$ cat config.mk
export PLATFORM = sky130hd
export DESIGN_NAME = buddy_block_allocator
export DESIGN_NICKNAME = d
export VERILOG_FILES = /design/src/rtl/bba_pkg.sv /design/src/rtl/buddy_block_allocator.sv
export SDC_FILE = /design/constraint.sdc
export NUM_CORES = 2
export LEC_CHECK = 0
export BUFFER_PORTS_ARGS = -buffer_cell sky130_fd_sc_hd__buf_2
export CORE_MARGIN = 5
export CORE_UTILIZATION = 50
export DETAILED_ROUTE_END_ITERATION = 12
export PLACE_DENSITY_LB_ADDON = 0.2
export SLEW_MARGIN = 20
export SYNTH_ARGS = -nofsm -noshare
export SYNTH_HDL_FRONTEND = slang
export SYNTH_SLANG_ARGS = --single-unit
$ cat constraint.sdc
create_clock -name aclk -period 39 [get_ports aclk]
set_clock_uncertainty 0.1 [all_clocks]
set_input_delay 0 -clock aclk [delete_from_list [all_inputs] [get_ports aclk]]
set_output_delay 0 -clock aclk [all_outputs]
set_load 0.005 [all_outputs]
$ cat src/rtl/bba_pkg.sv
// Types and constants of the buddy block allocator.
// Used by the top level and its checker; depends on nothing.
`timescale 1ns / 1ps

package bba_pkg;

    localparam int FRAME_W = 52;
    localparam int ORDER_W = 4;
    localparam int STATUS_W = 3;
    localparam int COUNT_W = 10;

    typedef enum logic [1:0] {
        KIND_ALLOC = 2'd0,
        KIND_FREE  = 2'd1,
        KIND_COUNT = 2'd2,
        KIND_INIT  = 2'd3
    } kind_t;

    typedef enum logic [STATUS_W-1:0] {
        ST_OK         = 3'd0,
        ST_NOT_READY  = 3'd1,
        ST_BAD_ORDER  = 3'd2,
        ST_NO_SPACE   = 3'd3,
        ST_BAD_FRAME  = 3'd4,
        ST_MISALIGNED = 3'd5
    } status_t;

    typedef enum logic {
        CFG_ARENA_BASE = 1'b0,
        CFG_TOP_ORDER  = 1'b1
    } cfg_idx_t;

    typedef enum logic [3:0] {
        S_IDLE,
        S_CLEAR,
        S_SEED,
        S_A_RD,
        S_A_CHK,
        S_SPLIT,
        S_M_RD,
        S_M_CHK,
        S_C_RD,
        S_C_CHK,
        S_DONE
    } state_t;

endpackage

$ cat src/rtl/buddy_block_allocator.sv
// Buddy block allocator: one arena of 2^top_order frames, free bitmap per order.
// Uses bba_pkg. The bitmap lives in a single-port-write, registered-read memory.
//
// Usage: write arena_base_frame (index 0) and top_order (index 1) through the
// cfg port while idle, then send an initialize transaction (kind 3). After it,
// allocate (0), release (1) and count (2) transactions are served. Every input
// transaction gives exactly one result transaction on the m_ channel.
// One item is worked at a time; s_ready is high only when the engine is idle.
// Work per item, all sequenced by the single bitmap memory port:
//   initialize: a clearing sweep over every map bit, then the seed write
//   allocate:   a read and check per bitmap bit scanned, then one split step
//               per level when a block is granted; no space when arena is full
//   release:    a buddy read and check per merge level, up to the top order
//   count:      a read and check per block of that order
//   rejected items: no bitmap access
// After reset the arena is not ready; no clearing is done until initialize.
// A finished result sits in the output register; while the receiver stalls,
// one more item may be accepted and finished, then the engine waits.
`timescale 1ns / 1ps

module buddy_block_allocator
    import bba_pkg::*;
#(
    parameter int ORDER_LIMIT = 9
) (
    input  logic                aclk,
    input  logic                aresetn,
    input  logic                cfg_wr_en,
    input  logic                cfg_index,
    input  logic [FRAME_W-1:0]  cfg_data,
    input  logic                s_valid,
    output logic                s_ready,
    input  logic [1:0]          s_kind,
    input  logic [ORDER_W-1:0]  s_block_order,
    input  logic [FRAME_W-1:0]  s_frame_number,
    output logic                m_valid,
    input  logic                m_ready,
    output logic [STATUS_W-1:0] m_status,
    output logic [FRAME_W-1:0]  m_granted_frame,
    output logic [COUNT_W-1:0]  m_free_blocks
);

    localparam int AW = ORDER_LIMIT + 1;
    localparam int DEPTH = (1 << AW) - 1;
    localparam int BW = ORDER_LIMIT;

    // order o begins at 2^(M+1) - 2^(M+1-o)
    function automatic logic [AW-1:0] map_idx(input logic [ORDER_W-1:0] o,
                                              input logic [BW-1:0] b);
        logic [AW:0] first;
        first = ((AW+1)'(1) << AW) - ((AW+1)'(1) << (AW - int'(o)));
        return first[AW-1:0] + AW'(b);
    endfunction

    logic mem [DEPTH];
    logic rd_data_reg;
    logic [AW-1:0] rd_addr;
    logic wr_en;
    logic [AW-1:0] wr_addr;
    logic wr_data;

    state_t state_reg, state_next;
    logic [FRAME_W-1:0] cfg_base_reg, cfg_base_next;
    logic [ORDER_W-1:0] cfg_top_reg, cfg_top_next;
    logic [FRAME_W-1:0] act_base_reg, act_base_next;
    logic [ORDER_W-1:0] act_top_reg, act_top_next;
    logic ready_reg, ready_next;
    logic [ORDER_W-1:0] o_reg, o_next;
    logic [ORDER_W-1:0] req_reg, req_next;
    logic [BW-1:0] b_reg, b_next;
    logic [AW-1:0] clr_reg, clr_next;
    logic [COUNT_W-1:0] cnt_reg, cnt_next;
    status_t res_status_reg, res_status_next;
    logic [FRAME_W-1:0] res_granted_reg, res_granted_next;
    logic m_valid_reg, m_valid_next;
    logic [STATUS_W-1:0] m_status_reg, m_status_next;
    logic [FRAME_W-1:0] m_granted_reg, m_granted_next;
    logic [COUNT_W-1:0] m_free_reg, m_free_next;

    kind_t kind;
    logic top_bad, misaligned, order_bad, frame_low, range_bad;
    logic [15:0] align_mask;
    logic [FRAME_W-1:0] diff, diff_sh;
    logic [AW-1:0] last_b;
    logic b_last, top_hit, out_free;

    assign kind       = kind_t'(s_kind);
    assign top_bad    = cfg_top_reg > ORDER_W'(ORDER_LIMIT);
    assign align_mask = (16'd1 << cfg_top_reg) - 16'd1;
    assign misaligned = |(cfg_base_reg[15:0] & align_mask);
    assign order_bad  = s_block_order > act_top_reg;
    assign frame_low  = s_frame_number < act_base_reg;
    assign diff       = s_frame_number - act_base_reg;
    assign diff_sh    = diff >> s_block_order;
    assign range_bad  = frame_low || ((diff >> act_top_reg) != '0);
    assign last_b     = (AW'(1) << (act_top_reg - o_reg)) - AW'(1);
    assign b_last     = {1'b0, b_reg} == last_b;
    assign top_hit    = o_reg == act_top_reg;
    assign out_free   = !m_valid_reg || m_ready;

    assign s_ready         = state_reg == S_IDLE;
    assign m_valid         = m_valid_reg;
    assign m_status        = m_status_reg;
    assign m_granted_frame = m_granted_reg;
    assign m_free_blocks   = m_free_reg;

    always_ff @(posedge aclk) begin
        if (wr_en) begin
            mem[wr_addr] <= wr_data;
        end
        rd_data_reg <= mem[rd_addr];
    end

    always_comb begin
        state_next = state_reg;
        case (state_reg)
            S_IDLE: begin
                if (s_valid) begin
                    if (kind == KIND_INIT) begin
                        state_next = (top_bad || misaligned) ? S_DONE : S_CLEAR;
                    end else if (!ready_reg || order_bad) begin
                        state_next = S_DONE;
                    end else if (kind == KIND_ALLOC) begin
                        state_next = S_A_RD;
                    end else if (kind == KIND_FREE) begin
                        state_next = range_bad ? S_DONE : S_M_RD;
                    end else begin
                        state_next = S_C_RD;
                    end
                end
            end
            S_CLEAR: begin
                if (clr_reg == AW'(DEPTH - 1)) state_next = S_SEED;
            end
            S_SEED:  state_next = S_DONE;
            S_A_RD:  state_next = S_A_CHK;
            S_A_CHK: begin
                if (rd_data_reg) state_next = S_SPLIT;
                else if (b_last && top_hit) state_next = S_DONE;
                else state_next = S_A_RD;
            end
            S_SPLIT: begin
                if (o_reg <= req_reg) state_next = S_DONE;
            end
            S_M_RD:  state_next = (o_reg < act_top_reg) ? S_M_CHK : S_DONE;
            S_M_CHK: state_next = rd_data_reg ? S_M_RD : S_DONE;
            S_C_RD:  state_next = S_C_CHK;
            S_C_CHK: state_next = b_last ? S_DONE : S_C_RD;
            S_DONE: begin
                if (out_free) state_next = S_IDLE;
            end
            default: state_next = S_IDLE;
        endcase
    end

    always_comb begin
        cfg_base_next    = cfg_base_reg;
        cfg_top_next     = cfg_top_reg;
        act_base_next    = act_base_reg;
        act_top_next     = act_top_reg;
        ready_next       = ready_reg;
        o_next           = o_reg;
        req_next         = req_reg;
        b_next           = b_reg;
        clr_next         = clr_reg;
        cnt_next         = cnt_reg;
        res_status_next  = res_status_reg;
        res_granted_next = res_granted_reg;
        m_valid_next     = m_valid_reg && !m_ready;
        m_status_next    = m_status_reg;
        m_granted_next   = m_granted_reg;
        m_free_next      = m_free_reg;
        rd_addr          = '0;
        wr_en            = 1'b0;
        wr_addr          = '0;
        wr_data          = 1'b0;

        if (cfg_wr_en) begin
            if (cfg_index == CFG_ARENA_BASE) cfg_base_next = cfg_data;
            else cfg_top_next = cfg_data[ORDER_W-1:0];
        end

        case (state_reg)
            S_IDLE: begin
                if (s_valid) begin
                    res_status_next  = ST_OK;
                    res_granted_next = '0;
                    cnt_next         = '0;
                    req_next         = s_block_order;
                    o_next           = s_block_order;
                    b_next           = '0;
                    clr_next         = '0;
                    if (kind == KIND_INIT) begin
                        if (top_bad) begin
                            res_status_next = ST_BAD_ORDER;
                        end else if (misaligned) begin
                            res_status_next = ST_MISALIGNED;
                        end else begin
                            act_base_next = cfg_base_reg;
                            act_top_next  = cfg_top_reg;
                        end
                    end else if (!ready_reg) begin
                        res_status_next = ST_NOT_READY;
                    end else if (order_bad) begin
                        res_status_next = ST_BAD_ORDER;
                    end else if (kind == KIND_FREE) begin
                        if (range_bad) res_status_next = ST_BAD_FRAME;
                        else b_next = diff_sh[BW-1:0];
                    end
                end
            end
            S_CLEAR: begin
                wr_en    = 1'b1;
                wr_addr  = clr_reg;
                clr_next = clr_reg + AW'(1);
            end
            S_SEED: begin
                wr_en      = 1'b1;
                wr_addr    = map_idx(act_top_reg, '0);
                wr_data    = 1'b1;
                ready_next = 1'b1;
            end
            S_A_RD: rd_addr = map_idx(o_reg, b_reg);
            S_A_CHK: begin
                if (rd_data_reg) begin
                    wr_en   = 1'b1;
                    wr_addr = map_idx(o_reg, b_reg);
                end else if (b_last) begin
                    if (top_hit) begin
                        res_status_next = ST_NO_SPACE;
                    end else begin
                        o_next = o_reg + ORDER_W'(1);
                        b_next = '0;
                    end
                end else begin
                    b_next = b_reg + BW'(1);
                end
            end
            S_SPLIT: begin
                if (o_reg > req_reg) begin
                    // free the right half one order down
                    wr_en   = 1'b1;
                    wr_addr = map_idx(o_reg - ORDER_W'(1), (b_reg << 1) | BW'(1));
                    wr_data = 1'b1;
                    o_next  = o_reg - ORDER_W'(1);
                    b_next  = b_reg << 1;
                end else begin
                    res_granted_next = act_base_reg + (FRAME_W'(b_reg) << req_reg);
                end
            end
            S_M_RD: begin
                if (o_reg < act_top_reg) begin
                    rd_addr = map_idx(o_reg, b_reg ^ BW'(1));
                end else begin
                    wr_en   = 1'b1;
                    wr_addr = map_idx(o_reg, b_reg);
                    wr_data = 1'b1;
                end
            end
            S_M_CHK: begin
                wr_en = 1'b1;
                if (rd_data_reg) begin
                    // buddy free: take it and climb
                    wr_addr = map_idx(o_reg, b_reg ^ BW'(1));
                    b_next  = b_reg >> 1;
                    o_next  = o_reg + ORDER_W'(1);
                end else begin
                    wr_addr = map_idx(o_reg, b_reg);
                    wr_data = 1'b1;
                end
            end
            S_C_RD: rd_addr = map_idx(req_reg, b_reg);
            S_C_CHK: begin
                cnt_next = cnt_reg + COUNT_W'(rd_data_reg);
                if (!b_last) b_next = b_reg + BW'(1);
            end
            S_DONE: begin
                if (out_free) begin
                    m_valid_next   = 1'b1;
                    m_status_next  = res_status_reg;
                    m_granted_next = res_granted_reg;
                    m_free_next    = cnt_reg;
                end
            end
            default: ;
        endcase
    end

    always_ff @(posedge aclk) begin
        if (!aresetn) begin
            state_reg    <= S_IDLE;
            cfg_base_reg <= '0;
            cfg_top_reg  <= '0;
            act_base_reg <= '0;
            act_top_reg  <= '0;
            ready_reg    <= 1'b0;
            m_valid_reg  <= 1'b0;
        end else begin
            state_reg    <= state_next;
            cfg_base_reg <= cfg_base_next;
            cfg_top_reg  <= cfg_top_next;
            act_base_reg <= act_base_next;
            act_top_reg  <= act_top_next;
            ready_reg    <= ready_next;
            m_valid_reg  <= m_valid_next;
        end
    end

    always_ff @(posedge aclk) begin
        o_reg           <= o_next;
        req_reg         <= req_next;
        b_reg           <= b_next;
        clr_reg         <= clr_next;
        cnt_reg         <= cnt_next;
        res_status_reg  <= res_status_next;
        res_granted_reg <= res_granted_next;
        m_status_reg    <= m_status_next;
        m_granted_reg   <= m_granted_next;
        m_free_reg      <= m_free_next;
    end

endmodule

==> flow_metrics.tcl <==
set metrics [dict create \
    worstPathArrival_ns 8.78 \
    wl_per_cell_um 24.89 \
    via_per_inst 6.215 \
    cts_root_buf "clkbuf_16" \
    setup_viol 0 \
    netlist_area_um2 67450 \
    reg2reg_slack_ns 30.82 \
    placed_cells 8306 \
    synth.most_common_cell "nor2_1" \
    io_pins 183 \
    cts_tree "done" \
    hold_violations 0 \
    power_frac_clock_pct 26.4 \
    grt_pass1_vias 51940 \
    worst_path_most_repeated_cell "buf_4" \
    async_flop_share_pct 0 \
    path_class "register to register" \
    cts_resized 0 \
    max_stage_delay_ns 0.78 \
    finalCritPeriodShare_pct 20.98 \
    seq_power_share_pct 35.1 \
    crit_path_max_fanout 66 \
    synth_area_leaders "edfxtp_1 53%, nor2_1 7.6%, nand2_1 6.4%" \
    worst_setup_path_end_kind "register" \
    ys_seq_elements 1299 \
    dr_total_vias 54590 \
    finalWeightedCongestion 0.9267 \
    remaining_drc_errors 0 \
    top_register "mem" \
    finalMaxSlewViolations 0 \
    max-slew-margin-rel_pct 21.47 \
    dr.first_iter.drc_count 6391 \
    clock_latency_ns 0.80 \
    clkTransAtPathRegs_ns 0.07 \
    wirelength_um 218700 \
    synthFlopType "edfxtp_1" \
    tightest_slew_ns 1.148 \
    cts_max_path_buffers 3 \
    holdPathStages 4 \
    crit_chain "inv_1, ha_1, nand2_1, a21oi_1, inv_1, ha_1, fa_1, nand4b_1, a21o_1, o41a_2, buf_4, buf_4, buf_4, buf_4, mux4_2, a211oi_1, a221oi_1, mux2i_1, a2111oi_0, a31oi_1, o2111ai_1, and3_1" \
    tns_ns 0 \
    start_kind "register" \
    gr-total-overflow 0 \
    dpl.hpwl_um 126900 \
    fin_nets 7158 \
    pwr-share-comb_pct 38.5 \
    ff2ff_path_depth 22 \
    die_w_um 377.3 \
    cts_sinks 1299 \
    cp.required_ns 39.59 \
    coreArea_um2 133800 \
    final_cell_count_no_fill 8784 \
    swShare_pct 40.20 \
    slowest_stage "buf_4" \
    dieArea_um2 142300 \
    synth-edff-count 1180 \
    hold_path.class "input port to register" \
    port_buffers 182 \
    min_period_ns 8.182 \
    synth_common_cells "1357 x nor2_1, 1180 x edfxtp_1, 1153 x nand2_1" \
    avgSynthCellArea_um2 9.942 \
    fp.dieH_um 377.3 \
    run_status "complete, no violations" \
    synth-seq-area-share_pct 56.07 \
    rows 134 \
    postLayoutSetupSlackWorst_ns 30.82 \
    p_per_area_nw_per_um2 67.95 \
    yosysTopAreaCell "edfxtp_1" \
    synth_cell_types 100 \
    place_ws_ns 30.92 \
    antenna_found_initial 9 \
    yosysWarnings 0 \
    ir_worst_vdd_v 0.00008412 \
    drt-pass1-iter-count 8 \
    grt_first_pass_wirelength_um 323500 \
    ant_nets 0 \
    power_w 0.005198 \
    numCtsBuffers 140 \
    track_usage_pct 30.00 \
    p_sw_w 0.002089 \
    syn_nets 7044 \
    rsz0062_at_grt "false" \
    synth_top_area_share_pct 52.53 \
    cts_htree_levels 4 \
    internal-power_w 0.003109 \
    drv_cap 0 \
    netlist_instances 6784 \
    grt_max_degree 265 \
    power.leakage_nw 25.90 \
    start_util_pct 50.41 \
    layout-drive-gt1-share_pct 9.932 \
    largest_reg_flops 1023 \
    area_delta_synth_final_pct 13.42 \
    fmax_ghz 0.1222 \
]
[metal layers]
metal  vias up  track usage (%)  wire length (um)
met4         2            14.46             11410
met3       566            4.782             19710
met1     26860            39.60             86080
met5         -                0                11
li1      24490                -                 -
met2      2671            48.75            101500
[critical path: cells and delay by family (launching register included)]
family          cells  cell delay (ns)
compound gates      8             1.53
flops               1             0.63
buf+inv             6             3.03
simple gates        3             0.50
fa+ha+maj           3             1.36
mux                 2             0.84
[through the flow]
stage	area (um2)	util [%]	hold slack (ns)
6_report	76500	57.18	0.09463
5_1_grt	76500	57.18	0.07488
4_1_cts	76390	57.10	0.03212
3_5_place_dp	69510	51.96	0.1603
3_3_place_gp	69510	51.95	0.1554
2_1_floorplan	67450	-	-0.001131
[area by class of cell]
| class | count | area, um2 |
|---|---|---|
| clock buffers | 168 | 3618 |
| flip-flops and latches | 1299 | 37820 |
| inverters | 124 | 465.4 |
| multi-input cells | 4828 | 27340 |
| fillers | 11480 | 57290 |
| well taps | 1768 | 2212 |
| diodes | 8 | 20.02 |
| repair buffers | 505 | 3943 |
| clock inverters | 84 | 1086 |
[layout by cell type, fill, tap and decap left out, types with 48 or more instances in the layout]
cell type      instances
dfxtp_1              119
dlygate4sd3_1        217
nor3_1                94
a21oi_1              237
buf_2                181
nand2_2               48
nand3_1              178
mux2i_1               59
edfxtp_1            1180
a311oi_1              83
a211oi_1              58
buf_4                102
nor2_1              1354
xnor2_1               72
ha_1                 137
inv_1                118
and3_1               137
a31oi_1               85
clkbuf_16            140
mux4_2                64
xor2_1                56
o21ai_0              226
nand2_1             1098
a21boi_0             120
[path summary, 6_finish.rpt]
check / from / endpoint
worst max register to register: o_reg[0] / rd_data_reg
worst max-delay path: o_reg[0] / rd_data_reg
worst min-delay path: cfg_index / cfg_top_reg[2]
worst min register to register: res_granted_reg[43] / m_granted_frame[43]
[power groups by stage]
stage          Clock [W]  Sequential, W  Combinational [W]
2_1_floorplan          0        0.00202            0.00121
6_report         0.00137        0.00183            0.00200
4_1_cts          0.00139        0.00182            0.00195
3_3_place_gp           0        0.00185            0.00191
3_5_place_dp           0        0.00185            0.00192
5_1_grt          0.00144        0.00183            0.00212
[kinds of logic after synthesis]
family / Yosys count / synth area share [%]
DFF: 1299 / 56.07
AOI/OAI and AO/OA: 1227 / 12.47
buffers and inverters: 657 / 3.840
adders and majority gates: 144 / 2.749
muxes: 136 / 3.230
xor gates and xnor gates: 128 / 1.662
and+or+nand+nor: 3193 / 19.98
[timing repair]
| action | CTS | global route |
|---|---|---|
| hold endpoints to repair | 149 | 0 |
| setup endpoints to repair | 0 | 0 |
| setup buffers | 0 | 0 |
| hold buffers | 217 | 0 |
Power figures use the tool's default switching activity.
